File: config.mk
export PLATFORM = sky130hd
export DESIGN_NAME = sscq_fifo
export DESIGN_NICKNAME = d
export VERILOG_FILES = /design/src/sscq_pkg.sv /design/src/sscq_fifo.sv
export SDC_FILE = /design/constraint.sdc
export NUM_CORES = 1
export LEC_CHECK = 0
export BUFFER_PORTS_ARGS = -buffer_cell sky130_fd_sc_hd__buf_2
export CELL_PAD_IN_SITES_DETAIL_PLACEMENT = 0
export CELL_PAD_IN_SITES_GLOBAL_PLACEMENT = 1
export CORE_MARGIN = 3
export CORE_UTILIZATION = 45
export CTS_BUF_LIST = sky130_fd_sc_hd__clkbuf_2
export CTS_CLUSTER_SIZE = 30
export DETAILED_ROUTE_END_ITERATION = 7
export PLACE_DENSITY_LB_ADDON = 0.1
export SETUP_SLACK_MARGIN = 0.4
export SYNTH_ARGS = -nofsm -noshare
export SYNTH_HDL_FRONTEND = slang
export SYNTH_SLANG_ARGS = --single-unit
export TNS_END_PERCENT = 5
File: constraint.sdc
create_clock -name clk -period 25 [get_ports clk]
set_clock_uncertainty 0.2 [all_clocks]
set_input_delay 2.5 -clock clk [delete_from_list [all_inputs] [get_ports clk]]
set_output_delay 2.5 -clock clk [all_outputs]
set_load 0.01 [all_outputs]
File: src/sscq_pkg.sv
// Shared types, constants and helpers of the segment store collision query.
// Used by the modules sscq_front, sscq_fifo, sscq_back and the top level.
package sscq_pkg;

	localparam int COORD_W = 24;
	localparam int DIFF_W  = 25;
	localparam int SLOT_W  = 12;
	localparam int RAD_W   = 23;
	localparam int R2_W    = 46;
	localparam int COUNT_W = 13;

	// command codes on the request channel
	typedef enum logic [1:0] {
		CMD_WRITE  = 2'd0,
		CMD_CIRCLE = 2'd1,
		CMD_RAY    = 2'd2,
		CMD_NONE   = 2'd3
	} cmd_t;

	// work kinds after classification
	typedef enum logic [1:0] {
		OP_WRITE  = 2'd0,
		OP_CIRCLE = 2'd1,
		OP_RAY    = 2'd2
	} op_t;

	typedef logic signed [COORD_W-1:0] coord_t;
	typedef logic signed [DIFF_W-1:0]  diff_t;

	// one stored wall segment
	typedef struct packed {
		coord_t x0;
		coord_t y0;
		coord_t x1;
		coord_t y1;
	} seg_t;

	// one queue entry from the front to the back
	typedef struct packed {
		op_t               op;
		logic [SLOT_W-1:0] slot;
		coord_t            ax;
		coord_t            ay;
		coord_t            bx;
		coord_t            by;
		diff_t             rx;
		diff_t             ry;
		logic [R2_W-1:0]   r2;
	} qent_t;

	// queue status seen by the top level
	typedef struct packed {
		logic full;
		logic empty;
	} qstat_t;

	// exact difference of two coordinates
	function automatic diff_t diff24(input coord_t a, input coord_t b);
		return diff_t'({a[COORD_W-1], a}) - diff_t'({b[COORD_W-1], b});
	endfunction

endpackage

File: src/sscq_fifo.sv
// Two-entry queue between the front and the back end.
// Depends on sscq_pkg.
module sscq_fifo (
	input  logic            clk,
	input  logic            arst_n,
	input  logic            push_valid,
	output logic            push_ready,
	input  sscq_pkg::qent_t push_data,
	output logic            pop_valid,
	input  logic            pop_ready,
	output sscq_pkg::qent_t pop_data,
	output sscq_pkg::qstat_t stat
);
	import sscq_pkg::*;

	qent_t      ent_q [2];
	logic       wr_ptr_q;
	logic       rd_ptr_q;
	logic [1:0] cnt_q;
	logic       push;
	logic       pop;

	assign stat.full  = (cnt_q == 2'd2);
	assign stat.empty = (cnt_q == 2'd0);
	assign push_ready = !stat.full;
	assign pop_valid  = !stat.empty;
	assign pop_data   = ent_q[rd_ptr_q];
	assign push       = push_valid && push_ready;
	assign pop        = pop_valid && pop_ready;

	// advance pointers and count
	always_ff @(posedge clk or negedge arst_n) begin
		if (!arst_n) begin
			wr_ptr_q <= 1'b0;
			rd_ptr_q <= 1'b0;
			cnt_q    <= 2'd0;
		end else begin
			if (push) wr_ptr_q <= !wr_ptr_q;
			if (pop)  rd_ptr_q <= !rd_ptr_q;
			cnt_q <= cnt_q + {1'b0, push} - {1'b0, pop};
		end
	end

	// store entries
	always_ff @(posedge clk) begin
		if (push) ent_q[wr_ptr_q] <= push_data;
	end

endmodule

==> results of run 1 <==
[metal layers]
| metal | global-route usage (%) | part of all wire (%) | vias up |
|---|---|---|---|
| met2 | 30.1 | 50 | 346 |
| li1 | - | - | 3714 |
| met1 | 19.3 | 35 | 3936 |
| met3 | 9.14 | 11 | 72 |
| met4 | 8.32 | 2.3 | 24 |
| met5 | 0 | 0.50 | - |
[flip-flops by register name (all words and copies together) (netlist names)]
signal and count:
ent_q 412, cnt_q 2, rd_ptr_q 1, wr_ptr_q 1
[logic make-up after synthesis]
| family | count (synthesis) | synth area share [%] |
|---|---|---|
| buf+inv | 26 | 1.45 |
| xor+xnor | 4 | 0.225 |
| mux | 206 | 18.0 |
| simple gates | 6 | 0.209 |
| flops | 416 | 80.0 |
| fa+ha+maj | 2 | 0.160 |
[final cells by class]
type / instances / share of cell area [%]
Clock inverter: 19 / 0.533
Clock buffer: 152 / 4.00
Multi-Input combinational cell: 218 / 15.3
Antenna cell: 9 / 0.118
Timing Repair Buffer: 428 / 11.4
Sequential cell: 416 / 65.6
Tap cell: 448 / 2.95
Inverter: 3 / 0.0592
[power groups by stage]
| stage | Combinational, uW | Clock (uW) | Sequential (uW) |
|---|---|---|---|
| 2_1_floorplan | 500 | 0 | 1040 |
| 3_3_place_gp | 725 | 0 | 1030 |
| 6_report | 711 | 416 | 1010 |
| 5_1_grt | 765 | 477 | 1030 |
| 3_5_place_dp | 727 | 0 | 1030 |
| 4_1_cts | 728 | 439 | 1020 |
[metrics by stage]
stage / util, % / instance area (um2) / worst slack, ps / hold WS [ps]
after floorplan: - / 15600 / 12890 / 260
after global placement: 53.5 / 18100 / 19120 / 290
after detailed placement: 53.5 / 18100 / 19110 / 293
after CTS: 56.1 / 19000 / 18020 / 309
after global routing: 56.1 / 19000 / 17910 / 323
final: 56.1 / 19000 / 18230 / 304
[cell usage in the layout (no fill, tap or decap), drive strengths merged]
cell type and n:
buf 428, edfxtp 412, mux2 206, clkbuf 152
clkinv 16, diode 9, inv 4, dfrtp 4
xnor2 3, ha 2, nand2b 1, or2 1
nand2 1, nor2 1, and3 1, and2 1
xor2 1, clkinvlp 1, bufinv 1
[how the worst min path moves through the flow]
| stage | start | endpoint | depth (start not counted) |
|---|---|---|---|
| floorplan | cnt_q[1]$_DFF_PN0_ | cnt_q[1]$_DFF_PN0_ | 1 |
| global placement | cnt_q[1]$_DFF_PN0_ | cnt_q[1]$_DFF_PN0_ | 1 |
| detailed placement | cnt_q[1]$_DFF_PN0_ | cnt_q[1]$_DFF_PN0_ | 1 |
| CTS | cnt_q[1]$_DFF_PN0_ | cnt_q[1]$_DFF_PN0_ | 1 |
| global route | cnt_q[1]$_DFF_PN0_ | cnt_q[1]$_DFF_PN0_ | 1 |
| finish | cnt_q[1]$_DFF_PN0_ | cnt_q[1]$_DFF_PN0_ | 1 |
==> results.json, run 1 <==
{
  "status": "finished, final reports clean",
  "leakagePower_uw": 0.00767,
  "core_area_um2": 33900,
  "remaining_drc_errors": 0,
  "die_x_um": 192,
  "drtIter0Drc": 379,
  "peakVddDrop_mv": 0.0723,
  "holdBufCountCts": 0,
  "fmax_mhz": 148,
  "seq_area_um2": 12500,
  "tritoncts": "built",
  "hold_path_class": "flop to flop",
  "synthDistinctLibCells": 16,
  "setup_violations": 0,
  "clockBufferDepth": 3,
  "netSwitchingPower_uw": 674,
  "crit_start": "rd_ptr_q$_DFFE_PN0P_",
  "synth_nets": 872,
  "powerDensity_nw_per_um2": 113,
  "crit_path_frequent_cell": "buf_4",
  "drive_above_1_share_pct": 64.2,
  "die-area_um2": 36900,
  "synthTopCellsByArea": "edfxtp_1 79%, mux2_4 13%, mux2_2 5.5%",
  "rsz0062_at_grt": "false",
  "wire_per_inst_um": 20.2,
  "synth_seq_cells": 416,
  "yosysMostFrequentCell": "edfxtp_1",
  "synth_top_cell_area_share_pct": 79.3,
  "cap_violations": 0,
  "cts_setup_buffers": 0,
  "crit_chain": "buf_4 -> buf_4 -> mux2_4 -> buf_2",
  "yosysWarnings": 0,
  "cts_resized": 0,
  "insertion_delay_ps": 910,
  "cts.clk_slew.worst_paths_ps": 90,
  "gp_congestion": 0.741,
  "grt_max_degree": 78,
  "reg2regPathDepth": 5,
  "cp_max_fo": 63,
  "avgSynthCellArea_um2": 23.6,
  "cts_buffers": 104,
  "rows": 67,
  "post-dp-hpwl_um": 23500,
  "root_buffer": "clkbuf_2",
  "track_usage_pct": 18.1,
  "tightest_slew_ps": 1160,
  "antenna_found_initial": 20,
  "slew_headroom_pct": 22.4,
  "synth_edf_count": 412,
  "crit_end": "pop_data[194]",
  "async_flop_share_pct": 0.962,
  "synthCells": 660,
  "top_level_ports": 420,
  "clock_sinks": 416,
  "crit_family": "buffers and inverters",
  "initial_core_util_pct": 46.1,
  "die_h_um": 192,
  "routed_wl_um": 34300,
  "r2r_slack_ps": 21790,
  "cp_num_cells": 4,
  "place_inst": 1513,
  "first_pass_iters": 4,
  "hold_violations": 0,
  "tns_ps": 0,
  "start_kind": "flop",
  "multi_input_area_um2": 2910,
  "syn-cell-area_um2": 15600,
  "slowest_delay_ps": 1130,
  "overflow": 0,
  "crit_path_end_kind": "primary output",
  "reg2reg_from": "cnt_q[1]$_DFF_PN0_",
  "cp_num_buf_inv": 3,
  "cpMaxStageDelayCell": "dfrtp_4",
  "power_frac_comb_pct": 33.2,
  "timing.final.crit_share_pct": 27.1,
  "portBuffers": 419,
  "htree_num_levels": 3,
  "total_power_uw": 2140,
  "grt_pass1_vias": 8538,
  "p_int_uw": 1470,
  "grt_pass1_wl_um": 49000,
  "switching_share_pct": 31.5,
  "ys_seq_area_share_pct": 80.0,
  "cp.arrival_ps": 4070,
  "fillCellCount": 2814,
  "power.share.clock_pct": 19.4,
  "ant_nets": 0,
  "yosys.area.top_type": "edfxtp_1",
  "synthFlopType": "edfxtp_1",
  "finalNonFillerCells": 1693,
  "path_class": "flop to primary output",
  "reg2reg_to": "ent_q[0][150]$_DFFE_PP_",
  "slew_violations": 0,
  "area_growth_pct": 21.9,
  "num_vias": 8092,
  "min_period_ps": 6770,
  "viasPerCell": 4.78,
  "synthTopCellsByCount": "412 x edfxtp_1, 130 x mux2_4, 76 x mux2_2, 16 x buf_6, 7 x buf_2",
  "layout.nets": 1383,
  "power_frac_seq_pct": 47.4,
  "cp.required_ps": 22300
}
No activity file was read; power rests on OpenSTA's default activity.
==> inputs of run 2 (changes only) <==
Settings changed: ABC_AREA from default to 1, CORE_UTILIZATION 45 to 43.
Clock period 25 ns to 6.8 ns, I/O delays scaled along.
==> results.json, run 2 <==
{
  "status": "finished, final reports clean",
  "synthFlopType": "edfxtp_1",
  "powerDensity_nw_per_um2": 382,
  "synth_edf_count": 412,
  "ant_nets": 0,
  "finalWorstSetupSlack_ps": 1990,
  "core_area_um2": 34700,
  "first_pass_iters": 5,
  "ys_seq_area_share_pct": 82.0,
  "layout.nets": 2018,
  "synth_seq_cells": 416,
  "layout_commonest_cell": "nand2_1",
  "tritoncts": "built",
  "timing.final.crit_share_pct": 70.8,
  "num_vias": 10590,
  "cp.required_ps": 5920,
  "rsz0062_at_grt": "false",
  "hold_path_class": "input port to flop",
  "hold_violations": 0,
  "tightest_slew_ps": 1100,
  "grt_pass1_wl_um": 58400,
  "yosys.area.top_type": "edfxtp_1",
  "fmax_mhz": 208,
  "reg_top3": "ent_q (412), cnt_q (2)",
  "synthTopCellsByCount": "631 x nand2_1, 412 x edfxtp_1, 25 x buf_2, 14 x buf_4, 10 x inv_1",
  "peakVddDrop_mv": 0.222,
  "final_area_um2": 20600,
  "start_kind": "flop",
  "fillCellCount": 2920,
  "gp_congestion": 0.767,
  "clockBufferDepth": 3,
  "setup_violations": 0,
  "wire_per_inst_um": 16.2,
  "slew_violations": 0,
  "async_flop_share_pct": 0.962,
  "drtIter0Drc": 630,
  "switching_share_pct": 37.4,
  "cp_max_fo": 71,
  "leakagePower_uw": 0.00907,
  "drive_above_1_share_pct": 31.1,
  "place_ws_ps": 2920,
  "die_h_um": 194,
  "power.share.clock_pct": 19.0,
  "largest_register": "ent_q",
  "holdBufCountCts": 210,
  "placed_area_um2": 17700,
  "grt_max_degree": 105,
  "tns_ps": 0,
  "overflow": 0,
  "top_level_ports": 420,
  "remaining_drc_errors": 0,
  "path_class": "flop to primary output",
  "cts_resized": 0,
  "post-dp-hpwl_um": 23100,
  "crit_path_end_kind": "primary output",
  "cap_violations": 0,
  "initial_core_util_pct": 43.8,
  "cts_setup_buffers": 0,
  "synthDistinctLibCells": 12,
  "portBuffers": 419,
  "die_x_um": 194,
  "utilization_pct": 59.4,
  "p_int_uw": 4930,
  "netSwitchingPower_uw": 2940,
  "cts_buffers": 102,
  "clock_sinks": 416,
  "synthCells": 1109,
  "cp.arrival_ps": 3930,
  "synth_top_cell_area_share_pct": 81.3,
  "synthTopCellsByArea": "edfxtp_1 81%, nand2_1 16%, buf_2 0.82%",
  "viasPerCell": 4.55,
  "die-area_um2": 37700,
  "root_buffer": "clkbuf_2",
  "syn-cell-area_um2": 15200,
  "power_frac_comb_pct": 34.4,
  "min_period_ps": 4810,
  "antenna_found_initial": 3,
  "track_usage_pct": 19.8,
  "rows": 68,
  "area_growth_pct": 35.6,
  "synth_nets": 1321,
  "routed_wl_um": 37800,
  "yosysMostFrequentCell": "nand2_1",
  "avgSynthCellArea_um2": 13.7,
  "insertion_delay_ps": 970,
  "final_cell_mix": "631 x nand2_1, 419 x buf_2, 412 x edfxtp_1, 210 x dlygate4sd3_1, 144 x clkbuf_2",
  "whs_ps": 237,
  "cts.clk_slew.worst_paths_ps": 100,
  "largest_reg_flops": 412,
  "slew_headroom_pct": 26.7,
  "grt_pass1_vias": 10744,
  "power_frac_seq_pct": 46.7,
  "htree_num_levels": 3,
  "yosysWarnings": 0
}
## run 2: cell count changes after synthesis, sizes merged
cell	previous run	this run
nand2	1	631
mux2	206	0
buf	23	43
inv	3	11
nand3	0	3
xnor2	3	0
clkbuf	0	2
and2	1	0
and3	1	0
nand2b	1	0
or2	1	0
xor2	1	0
## run 2: layout make-up
type | instances | area [um2] | area share, %
Antenna cell | 2 | 5.00 | 0.0243
Timing Repair Buffer | 638 | 4270 | 20.7
Sequential cell | 416 | 12500 | 60.5
Clock inverter | 27 | 114 | 0.552
Inverter | 11 | 53.8 | 0.261
Tap cell | 455 | 569 | 2.76
Clock buffer | 144 | 721 | 3.49
Multi-Input combinational cell | 637 | 2420 | 11.7
## run 2: kinds of logic after synthesis
group         after synthesis  share of synthesized area (%)
simple gates              635                           15.7
flops                     416                           82.0
buf+inv                    56                           2.15
fa+ha+maj                   2                          0.164
## run 2: power by group through the flow
stage / Clock, uW / Sequential, uW / Combinational [uW]
finish: 1490 / 3670 / 2700
global route: 1700 / 3730 / 3010
CTS: 1570 / 3680 / 2760
detailed placement: 0 / 3740 / 2650
global placement: 0 / 3730 / 2640
floorplan: 0 / 3730 / 1570
## run 2: final timing paths
| check | from | to | slack [ps] | depth (start not counted) |
|---|---|---|---|---|
| worst max register to register | cnt_q[1]$_DFF_PN0_ | ent_q[1][151]$_DFFE_PP_ | 3610 | 4 |
| max in group asynchronous | arst_n | rd_ptr_q$_DFFE_PN0P_ | 5750 | 3 |
| min in group asynchronous | arst_n | cnt_q[0]$_DFF_PN0_ | 440 | 3 |
| worst min register to register | wr_ptr_q$_DFFE_PN0P_ | wr_ptr_q$_DFFE_PN0P_ | 280 | 2 |
| worst max-delay path | rd_ptr_q$_DFFE_PN0P_ | pop_data[71] | 1990 | 5 |
| worst min-delay path | push_data[70] | ent_q[1][70]$_DFFE_PP_ | 240 | 2 |
## run 2: through the flow
stage,instances,total power (uW)
after floorplan,1109,5300
after global placement,1947,6370
after detailed placement,1947,6390
after CTS,2328,8010
after global routing,2330,8430
final,2330,7870
## run 2: critical path, stage by stage, from the launching register on
cell     delay [ps]
dfrtp_4         980
buf_4           750
buf_4           740
nand2_1         110
nand2_1         100
buf_2           160
## run 2: metal layers
layer	vias to the layer above	wire [um]	global-route usage [%]
li1	5202	-	-
met1	4958	15500	24.5
met2	377	18500	32.5
met3	51	2950	6.62
met4	2	840	7.50
met5	-	13	0
