==> src/sscq_pkg.sv <==
// Shared types, constants and helpers of the segment store collision query.
// Used by the modules sscq_front, sscq_fifo, sscq_back and the top level.
package sscq_pkg;

	localparam int COORD_W = 24;
	localparam int DIFF_W  = 25;
	localparam int SLOT_W  = 12;
	localparam int RAD_W   = 23;
	localparam int R2_W    = 46;
	localparam int COUNT_W = 13;

	// command codes on the request channel
	typedef enum logic [1:0] {
		CMD_WRITE  = 2'd0,
		CMD_CIRCLE = 2'd1,
		CMD_RAY    = 2'd2,
		CMD_NONE   = 2'd3
	} cmd_t;

	// work kinds after classification
	typedef enum logic [1:0] {
		OP_WRITE  = 2'd0,
		OP_CIRCLE = 2'd1,
		OP_RAY    = 2'd2
	} op_t;

	typedef logic signed [COORD_W-1:0] coord_t;
	typedef logic signed [DIFF_W-1:0]  diff_t;

	// one stored wall segment
	typedef struct packed {
		coord_t x0;
		coord_t y0;
		coord_t x1;
		coord_t y1;
	} seg_t;

	// one queue entry from the front to the back
	typedef struct packed {
		op_t               op;
		logic [SLOT_W-1:0] slot;
		coord_t            ax;
		coord_t            ay;
		coord_t            bx;
		coord_t            by;
		diff_t             rx;
		diff_t             ry;
		logic [R2_W-1:0]   r2;
	} qent_t;

	// queue status seen by the top level
	typedef struct packed {
		logic full;
		logic empty;
	} qstat_t;

	// exact difference of two coordinates
	function automatic diff_t diff24(input coord_t a, input coord_t b);
		return diff_t'({a[COORD_W-1], a}) - diff_t'({b[COORD_W-1], b});
	endfunction

endpackage

==> src/sscq_if.sv <==
// Request and response channel interfaces of the segment store collision query.
// No dependencies.
interface sscq_req_if;
	logic               valid;
	logic               ready;
	logic [1:0]         cmd;
	logic [11:0]        slot;
	logic signed [23:0] start_x;
	logic signed [23:0] start_y;
	logic signed [23:0] end_x;
	logic signed [23:0] end_y;
	logic [22:0]        radius;

	modport source(output valid, cmd, slot, start_x, start_y, end_x, end_y, radius,
		input ready);
	modport sink(input valid, cmd, slot, start_x, start_y, end_x, end_y, radius,
		output ready);
endinterface


==> src/sscq_front.sv <==
// Front end: accepts request items, drops ones with no effect, and
// precomputes ray deltas and squared radius. Depends on sscq_pkg, sscq_if.
module sscq_front #(
	parameter int MAX_SEGMENTS = 4096
) (
	input  logic           clk,
	input  logic           arst_n,
	sscq_req_if.sink       req,
	output logic           q_valid,
	output sscq_pkg::qent_t q_data,
	input  logic           q_ready
);
	import sscq_pkg::*;

	localparam int CW  = $clog2(MAX_SEGMENTS + 1);
	localparam int SLW = (CW > SLOT_W) ? CW : SLOT_W;

	logic              valid_s1;
	logic [1:0]        cmd_s1;
	logic [SLOT_W-1:0] slot_s1;
	coord_t            ax_s1, ay_s1, bx_s1, by_s1;
	logic [RAD_W-1:0]  rad_s1;
	logic              keep_s1;
	logic              advance;
	op_t               op_s1;

	// classify the held item
	always_comb begin
		keep_s1 = 1'b0;
		op_s1   = OP_WRITE;
		case (cmd_s1)
			CMD_WRITE: begin
				keep_s1 = SLW'(slot_s1) < SLW'(MAX_SEGMENTS);
				op_s1   = OP_WRITE;
			end
			CMD_CIRCLE: begin
				keep_s1 = 1'b1;
				op_s1   = OP_CIRCLE;
			end
			CMD_RAY: begin
				keep_s1 = 1'b1;
				op_s1   = OP_RAY;
			end
			default: begin
				keep_s1 = 1'b0;
				op_s1   = OP_WRITE;
			end
		endcase
	end

	// build the queue entry
	always_comb begin
		q_data.op   = op_s1;
		q_data.slot = slot_s1;
		q_data.ax   = ax_s1;
		q_data.ay   = ay_s1;
		q_data.bx   = bx_s1;
		q_data.by   = by_s1;
		q_data.rx   = diff24(bx_s1, ax_s1);
		q_data.ry   = diff24(by_s1, ay_s1);
		q_data.r2   = R2_W'(rad_s1) * R2_W'(rad_s1);
	end

	assign q_valid   = valid_s1 && keep_s1;
	assign advance   = valid_s1 && (!keep_s1 || q_ready);
	assign req.ready = !valid_s1 || advance;

	// hold the stage valid
	always_ff @(posedge clk or negedge arst_n) begin
		if (!arst_n) begin
			valid_s1 <= 1'b0;
		end else if (req.ready) begin
			valid_s1 <= req.valid;
		end
	end

	// capture the item
	always_ff @(posedge clk) begin
		if (req.valid && req.ready) begin
			cmd_s1  <= req.cmd;
			slot_s1 <= req.slot;
			ax_s1   <= req.start_x;
			ay_s1   <= req.start_y;
			bx_s1   <= req.end_x;
			by_s1   <= req.end_y;
			rad_s1  <= req.radius;
		end
	end

endmodule

==> src/flat_wrapper.sv <==
// flat-port wrapper written by rule: the top's interface ports become plain ports
module sscq_front_flat import sscq_pkg::*;
#(
	parameter int MAX_SEGMENTS = 4096
)
  (clk, arst_n, q_valid, q_data, q_ready, req_valid, req_cmd, req_slot, req_start_x, req_start_y, req_end_x, req_end_y, req_radius, req_ready);
  sscq_req_if req_i ();
  input  logic clk;
  input  logic arst_n;
  output logic q_valid;
  output sscq_pkg::qent_t q_data;
  input  logic q_ready;
  input wire logic [$bits(req_i.valid)-1:0] req_valid;
  input wire logic [$bits(req_i.cmd)-1:0] req_cmd;
  input wire logic [$bits(req_i.slot)-1:0] req_slot;
  input wire logic [$bits(req_i.start_x)-1:0] req_start_x;
  input wire logic [$bits(req_i.start_y)-1:0] req_start_y;
  input wire logic [$bits(req_i.end_x)-1:0] req_end_x;
  input wire logic [$bits(req_i.end_y)-1:0] req_end_y;
  input wire logic [$bits(req_i.radius)-1:0] req_radius;
  output wire logic [$bits(req_i.ready)-1:0] req_ready;
  assign req_i.valid = req_valid;
  assign req_i.cmd = req_cmd;
  assign req_i.slot = req_slot;
  assign req_i.start_x = req_start_x;
  assign req_i.start_y = req_start_y;
  assign req_i.end_x = req_end_x;
  assign req_i.end_y = req_end_y;
  assign req_i.radius = req_radius;
  assign req_ready = req_i.ready;
  sscq_front #(.MAX_SEGMENTS(MAX_SEGMENTS)) u_core (.clk(clk), .arst_n(arst_n), .req(req_i), .q_valid(q_valid), .q_data(q_data), .q_ready(q_ready));
endmodule
==> config.mk <==
export PLATFORM = sky130hd
export DESIGN_NAME = sscq_front_flat
export DESIGN_NICKNAME = d
export VERILOG_FILES = /design/src/sscq_pkg.sv /design/src/sscq_if.sv /design/src/sscq_front.sv /design/src/flat_wrapper.sv
export SDC_FILE = /design/constraint.sdc
export NUM_CORES = 1
export LEC_CHECK = 0
export BUFFER_PORTS_ARGS = -buffer_cell sky130_fd_sc_hd__buf_2
export CELL_PAD_IN_SITES_DETAIL_PLACEMENT = 0
export CELL_PAD_IN_SITES_GLOBAL_PLACEMENT = 1
export CORE_MARGIN = 2
export CORE_UTILIZATION = 46
export CTS_CLUSTER_DIAMETER = 60
export CTS_CLUSTER_SIZE = 16
export DETAILED_ROUTE_END_ITERATION = 8
export PLACE_DENSITY_LB_ADDON = 0.25
export SYNTH_ARGS = -nofsm -noshare
export SYNTH_HDL_FRONTEND = slang
export SYNTH_SLANG_ARGS = --single-unit
==> constraint.sdc <==
create_clock -name clk -period 9.7 [get_ports clk]
set_clock_uncertainty 0.2 [all_clocks]
set_input_delay 1.455 -clock clk [delete_from_list [all_inputs] [get_ports clk]]
set_output_delay 1.455 -clock clk [all_outputs]
set_load 0.01 [all_outputs]
==> results of run 1 <==
[sequential cells by signal, indices dropped and copies added (netlist names)]
register / count
u_core.ay_s1: 24
u_core.cmd_s1: 2
u_core.ax_s1: 24
u_core.valid_s1: 1
u_core.rad_s1: 23
u_core.bx_s1: 24
u_core.by_s1: 24
u_core.slot_s1: 12
[layer usage]
layer	wire [um]	vias to the layer above	track usage
met5	32	-	0
met4	1470	6	0.0784
met3	3210	77	0.0465
met2	29700	451	0.426
met1	23900	8003	0.299
li1	-	7445	-
[critical path, delay by kind of cell (launching register included)]
family	cells	cell delay [ps]
AOI/OAI and AO/OA	5	1410
xor gates and xnor gates	1	200
adders and majority gates	8	3940
buffers and inverters	5	740
DFF	1	620
and+or+nand+nor	3	390
[timing repair]
action	4_1_cts	5_1_grt
gates resized for setup	0	1
endpoints found under the setup margin	0	13
buffers inserted	0	29
[stage by stage]
step	instance area, um^2	worst slack (ps)	utilization
6_report	25000	287	0.538
5_1_grt	25000	21.6	0.538
4_1_cts	24800	53.7	0.532
3_5_place_dp	24200	574	0.520
3_3_place_gp	24200	618	0.520
2_1_floorplan	21700	1400	-
[cell usage in the layout, fill, tap and decap left out, drive strengths merged, types with 4 or more instances in the layout]
cell type and count:
nor3 8, ha 221, clkbuf 18, a31oi 14
fa 387, xnor2 56, nand2 188, a21boi 9
o21ai 45, a31o 5, nor2 70, a21oi 76
and2 105, inv 561, a2111oi 4, a211oi 8
diode 5, a21o 44, and4 6, nand3 9
o211ai 5, o31ai 5, nand4 11, and3 14
clkinv 9, or2 4, nor2b 23, o21bai 11
xor2 30, o21a 11, nand2b 10, edfxtp 133
buf 407
[cells by family (layout without fill, tap and decap cells)]
| logic type | count (synthesis) | count (layout) | synth area share |
|---|---|---|---|
| buffers and inverters | 618 | 996 | 0.108 |
| and+or+nand+nor | 455 | 455 | 0.102 |
| adders and majority gates | 608 | 608 | 0.484 |
| DFF | 134 | 134 | 0.185 |
| muxes | 4 | 4 | 0.00196 |
| xor gates and xnor gates | 86 | 86 | 0.0347 |
| AOI/OAI and AO/OA | 260 | 260 | 0.0841 |
| other | 1 | 6 | 0.000173 |
[worst min-delay path by stage]
stage | startpoint | end | slack, ps | depth (start not counted)
5_1_grt | arst_n | u_core.valid_s1 | 560 | 1
6_report | arst_n | u_core.valid_s1 | 570 | 1
3_5_place_dp | u_core.cmd_s1[1] | u_core.valid_s1 | 760 | 3
2_1_floorplan | u_core.cmd_s1[0] | u_core.valid_s1 | 760 | 3
4_1_cts | arst_n | u_core.valid_s1 | 550 | 1
3_3_place_gp | u_core.cmd_s1[1] | u_core.valid_s1 | 750 | 3
[area by class of cell]
type | count | area [um^2] | area share
clock inverters | 14 | 123 | 0.00490
inverters | 557 | 2090 | 0.0835
diodes | 5 | 12.5 | 0.000500
flip-flops and latches | 134 | 4020 | 0.161
multi-input cells | 1414 | 15400 | 0.615
repair buffers | 407 | 2210 | 0.0884
clock buffers | 18 | 429 | 0.0171
well taps | 607 | 759 | 0.0303
==> flow_summary.rst, run 1 <==
.. list-table::
   :header-rows: 1

   * - Metric
     - Value
   * - Cell repeated most along the worst path
     - sky130_fd_sc_hd__fa_1
   * - Site row count
     - 79
   * - Count of unique library cells instantiated by Yosys
     - 72
   * - CP max-delay cell
     - sky130_fd_sc_hd__edfxtp_1
   * - Number of buffers created by CTS
     - 17
   * - Clock Tree Root
     - sky130_fd_sc_hd__clkbuf_16
   * - Capturing element type of the critical path
     - output pin
   * - Max-Cap Viols
     - 0
   * - Startpoint of the most critical setup path
     - u_core.rad_s1[12]
   * - Slew of the pin with the lowest slew margin
     - 908 ps
   * - Number of enable-type register cells in the synthesized netlist
     - 133
   * - Category of the most critical setup path
     - reg2out
   * - Worst setup endpoint
     - q_data[42]
   * - Final cycle utilization of the critical path
     - 0.970
   * - DIE AREA
     - 49000 um^2
   * - Number of storage elements in the synthesis netlist
     - 134
   * - Drt initial violations
     - 870
   * - NumNets Final
     - 3276
   * - Routed WL per cell
     - 18.5 um
   * - Part of the Yosys area used for sequential elements
     - 0.185
   * - Final max-slew violation count
     - 0
   * - Flop2flop setup slack
     - 7200 ps
   * - Final setup TNS
     - 0 ps
   * - Run status
     - finished clean
   * - Proportion of register bits with asynchronous set or reset after synthesis
     - 0.00746
   * - Area Overhead vs Synth
     - 15.2%
   * - Synth top area share
     - 0.356
   * - Count of warnings emitted by yosys
     - 0
   * - Synthesized cell area
     - 21700 um^2
   * - Crit path launch type
     - flip-flop
   * - Die height
     - 221 um
   * - CP cell instances
     - buf_4 > and2_1 > fa_1 > inv_1 > fa_1 > inv_1 > fa_1 > fa_1 > fa_1 > fa_1 > fa_1 > ha_1 > nand2_1 > o21ai_0 > a21oi_1 > o21ai_0 > nor3_2 > buf_4 > o31ai_4 > a311oi_2 > xnor2_1 > buf_2
   * - CP Data Required Time
     - 8050 ps
   * - Fraction of final layout cells with drive strength greater than 1
     - 0.186
   * - Worst Reg-to-Reg Cells
     - 4
   * - Maximum buffer depth of the clock tree
     - 2
   * - Worst slew margin relative to its limit
     - 0.395
   * - Main synth FF type
     - sky130_fd_sc_hd__edfxtp_1
   * - Cell Count, Final, Fillers Out
     - 3156
   * - Routed via count divided by cell count
     - 5.06
   * - Library cell occupying the most area in the post-synthesis netlist
     - sky130_fd_sc_hd__fa_1
   * - RePlAce Congestion
     - 0.886
   * - CP peak stage delay
     - 620 ps
   * - DRC
     - 0
   * - Average footprint of a synthesized cell
     - 10.0 um^2
   * - Post-Syn Instances
     - 2166
   * - # port buffers
     - 343
   * - Top post-synthesis cells by area
     - sky130_fd_sc_hd__fa_1 (36%), sky130_fd_sc_hd__edfxtp_1 (18%), sky130_fd_sc_hd__ha_1 (13%), sky130_fd_sc_hd__inv_1 (9.6%), sky130_fd_sc_hd__nand2_1 (3.2%)
   * - Remaining global-route overflow
     - 0
   * - Depth of the CTS H-tree
     - 4
   * - Hold Violations, Final
     - 0
   * - Gr usage total
     - 0.242
   * - IO Count
     - 345
   * - Clock-pin slew of the registers on the worst-case setup and hold paths
     - 60 ps
   * - CTS tree
     - built
   * - Most frequent cell after synthesis
     - sky130_fd_sc_hd__inv_1
   * - End of the worst register-to-register path
     - u_core.bx_s1[16]
   * - First-pass iteration count of the detailed router
     - 7
   * - Syn nets
     - 2911
   * - Critical path peak fanout
     - 12
   * - Placed cell count
     - 3090
   * - Tightest Hold Check Type
     - in2async
   * - Final HPWL from detailed placement
     - 50.0 mm
   * - Starting density of the core
     - 0.467
   * - Commonest cells in the netlist
     - sky130_fd_sc_hd__inv_1 (557), sky130_fd_sc_hd__fa_1 (387), sky130_fd_sc_hd__ha_1 (221)
   * - Final WL
     - 58.4 mm
   * - Hold Buf Count CTS
     - 0
   * - Launch instance of the worst register-to-register path
     - u_core.valid_s1
   * - Area of the placeable core
     - 46600 um^2
   * - Die span in x
     - 221 um
   * - Initial antenna violation count
     - 7
   * - Detail Route Antenna Nets
     - 0
   * - Number of global-route vias before repair
     - 17529
   * - RSZ-0062 raised after global routing
     - no
   * - WHS
     - 570 ps
   * - Wire length of the first global-routing pass
     - 92.9 mm
   * - Filler cell count in the final layout
     - 4269
   * - Number of sinks driven by the clock tree
     - 134
   * - Arrival time at the worst endpoint
     - 7760 ps
   * - Worst-skew pair later-pin latency
     - 450 ps
   * - Number of setup violations in the final report
     - 0
   * - Vias after detailed routing
     - 15982
   * - Largest net degree at the start of global routing
     - 67
   * - Final Critical Period
     - 9410 ps
   * - Maximum clock rate
     - 0.106 GHz
Power of run 1 is not shown: default switching activity piles up to over one toggle a cycle in this logic, so the estimate is an artifact.
==> run 2: changes to the inputs <==
ABC_AREA = 1   (was not set)
CORE_UTILIZATION = 45   (was 46)
CTS_CLUSTER_SIZE = not set   (was 16)
SLEW_MARGIN = 20   (was not set)
==> flow_summary.rst, run 2 <==
.. list-table::
   :header-rows: 1

   * - Metric
     - Value
   * - Run status
     - finished clean
   * - Die height
     - 232 um
   * - Worst slew margin relative to its limit
     - 0.241
   * - DRC
     - 0
   * - Worst-skew pair later-pin latency
     - 470 ps
   * - Post-Syn Instances
     - 2871
   * - Maximum buffer depth of the clock tree
     - 2
   * - Library cell occupying the most area in the post-synthesis netlist
     - sky130_fd_sc_hd__fa_1
   * - CP peak stage delay
     - 1020 ps
   * - Main synth FF type
     - sky130_fd_sc_hd__edfxtp_1
   * - Final cycle utilization of the critical path
     - 0.916
   * - Clock-pin slew of the registers on the worst-case setup and hold paths
     - 80 ps
   * - Top post-synthesis cells by area
     - sky130_fd_sc_hd__fa_1 (33%), sky130_fd_sc_hd__edfxtp_1 (17%), sky130_fd_sc_hd__inv_1 (14%), sky130_fd_sc_hd__ha_1 (12%), sky130_fd_sc_hd__nand2_1 (11%)
   * - # port buffers
     - 343
   * - Number of setup violations in the final report
     - 0
   * - Most frequent cell after synthesis
     - sky130_fd_sc_hd__inv_1
   * - Part of the Yosys area used for sequential elements
     - 0.171
   * - First-pass iteration count of the detailed router
     - 5
   * - Max-Cap Viols
     - 0
   * - Largest net degree at the start of global routing
     - 79
   * - Number of buffers inserted by post-CTS setup repair
     - 0
   * - RSZ-0062 raised after global routing
     - no
   * - Top layer in use
     - met5
   * - Maximum clock rate
     - 0.113 GHz
   * - Count of unique library cells instantiated by Yosys
     - 37
   * - Tightest Hold Check Type
     - reg2reg
   * - Flop2flop setup slack
     - 7050 ps
   * - Hold Violations, Final
     - 0
   * - RePlAce Congestion
     - 0.903
   * - Final setup TNS
     - 0 ps
   * - Min-Delay Startpoint
     - u_core.cmd_s1[0]
   * - Area Overhead vs Synth
     - 13.6%
   * - End of the worst register-to-register path
     - u_core.ax_s1[19]
   * - Drt initial violations
     - 997
   * - Hold Buf Count CTS
     - 0
   * - Starting density of the core
     - 0.457
   * - Count of warnings emitted by yosys
     - 0
   * - CP cell instances
     - buf_4 > nand2_1 > fa_1 > inv_1 > fa_1 > inv_1 > fa_1 > fa_1 > inv_1 > fa_1 > fa_1 > inv_1 > fa_1 > inv_1 > ha_1 > nand2_1 > nor2_1 > nand2_1 > nor2_1 > nand3_1 > nand3_1 > nand2_1 > nand2_1 > buf_2
   * - Most frequent cells in the layout
     - sky130_fd_sc_hd__inv_1 (854), sky130_fd_sc_hd__nand2_1 (708), sky130_fd_sc_hd__fa_1 (387)
   * - Critical path peak fanout
     - 19
   * - Launch instance of the worst register-to-register path
     - u_core.cmd_s1[1]
   * - Count of instances resized after the clock tree is built
     - 0
   * - Number of storage elements in the synthesis netlist
     - 134
   * - Crit path launch type
     - flip-flop
   * - Number of global-route vias before repair
     - 19666
   * - Commonest non-fill, non-tap cell in the layout
     - sky130_fd_sc_hd__inv_1
   * - Syn nets
     - 3616
   * - Average footprint of a synthesized cell
     - 8.17 um^2
   * - Area of the placeable core
     - 51400 um^2
   * - Wire length of the first global-routing pass
     - 102 mm
   * - Number of instances on the worst hold path
     - 3
   * - Commonest cells in the netlist
     - sky130_fd_sc_hd__inv_1 (855), sky130_fd_sc_hd__nand2_1 (708), sky130_fd_sc_hd__fa_1 (387)
   * - Number of buffers created by CTS
     - 17
   * - Vias after detailed routing
     - 18688
   * - Met3 wire length
     - 3.07 mm
   * - Hold Path End
     - u_core.valid_s1
   * - Cell repeated most along the worst path
     - sky130_fd_sc_hd__fa_1
   * - IO Count
     - 345
   * - Die span in x
     - 232 um
   * - NumNets Final
     - 3956
   * - Footprint of the multi-input gates
     - 16000 um^2
   * - Detail Route met2 WL
     - 32.6 mm
   * - Worst Reg-to-Reg Cells
     - 5
   * - Site row count
     - 83
   * - Final max-slew violation count
     - 0
   * - Synth top area share
     - 0.330
   * - Sequential standard cell area
     - 4020 um^2
   * - Proportion of register bits with asynchronous set or reset after synthesis
     - 0.00746
   * - Final WL
     - 63.4 mm
   * - Routed metal-1 wire length
     - 26.0 mm
   * - Startpoint of the most critical setup path
     - u_core.rad_s1[6]
   * - Capturing element type of the critical path
     - output pin
   * - CTS tree
     - built
   * - CP Data Required Time
     - 8050 ps
   * - Category of the most critical setup path
     - reg2out
   * - Routed via count divided by cell count
     - 4.78
   * - Filler cell count in the final layout
     - 4964
   * - DIE AREA
     - 54000 um^2
   * - CP max-delay cell
     - sky130_fd_sc_hd__edfxtp_1
   * - Clock Tree Root
     - sky130_fd_sc_hd__clkbuf_16
   * - Number of enable-type register cells in the synthesized netlist
     - 133
   * - Arrival time at the worst endpoint
     - 7230 ps
   * - Final HPWL from detailed placement
     - 53.8 mm
   * - Depth of the CTS H-tree
     - 4
   * - Detail Route Antenna Nets
     - 0
   * - Routed WL per cell
     - 16.2 um
   * - Slew of the pin with the lowest slew margin
     - 1140 ps
   * - Fraction of final layout cells with drive strength greater than 1
     - 0.139
   * - Remaining global-route overflow
     - 0
   * - Number of sinks driven by the clock tree
     - 134
   * - Gr usage total
     - 0.244
   * - Synthesized cell area
     - 23500 um^2
   * - Initial antenna violation count
     - 2
   * - Final Critical Period
     - 8880 ps
-- run 2: cell count changes after synthesis, sizes merged, moves of 33 or more --
cell | before | now
a21o | 44 | 2
nand2 | 188 | 727
nor2 | 70 | 159
inv | 557 | 858
nand3 | 9 | 69
and2 | 105 | 2
xnor2 | 56 | 23
-- run 2: metrics by stage --
step           utilization  hold slack, ps  instance area (um^2)  cells  setup slack [ps]
2_1_floorplan            -             560                 23500   2871              2340
3_3_place_gp         0.507             441                 26000   3870              1320
3_5_place_dp         0.507             470                 26000   3870              1310
4_1_cts              0.518             483                 26600   3902               734
5_1_grt              0.518             531                 26600   3905               464
6_report             0.518             472                 26700   3906               817
-- run 2: how the worst max path moves through the flow --
stage	to	slack [ps]	cells past startpoint
detailed placement	q_data[44]	1310	24
global placement	q_data[40]	1320	23
CTS	q_data[44]	730	24
global route	q_data[44]	460	24
floorplan	q_data[29]	2340	22
finish	q_data[44]	820	24
-- run 2: cell type report --
class                   instances  share of cell area
multi-input cells            1829               0.602
flip-flops and latches        134               0.151
inverters                     858               0.121
repair buffers                371              0.0729
well taps                     680              0.0319
clock buffers                  17              0.0160
clock inverters                15             0.00559
diodes                          2            0.000188
-- run 2: logic make-up (layout without fill, tap and decap cells) --
family,after synthesis,count (layout),synth area share
AO/OA/AOI/OAI,149,149,0.0347
other,1,3,0.000160
XOR/XNOR,70,70,0.0261
flip-flops,134,134,0.171
AND/OR/NAND/NOR,1001,1001,0.174
buffers and inverters,908,1261,0.146
adder cells (fa/ha/maj),608,608,0.448
-- run 2: worst max-delay path, delay by kind of cell (launching register included) --
family        cells  cell delay [ps]
flops             1             1020
simple gates      9             1160
fa+ha+maj         8             3840
buf+inv           7              710
-- run 2: layer usage --
metal	GRT usage	vias to the layer above
li1	-	9086
met4	0.0771	2
met1	0.303	9045
met2	0.431	460
met5	0	-
met3	0.0430	95
Power of run 2 is left out for the same reason.
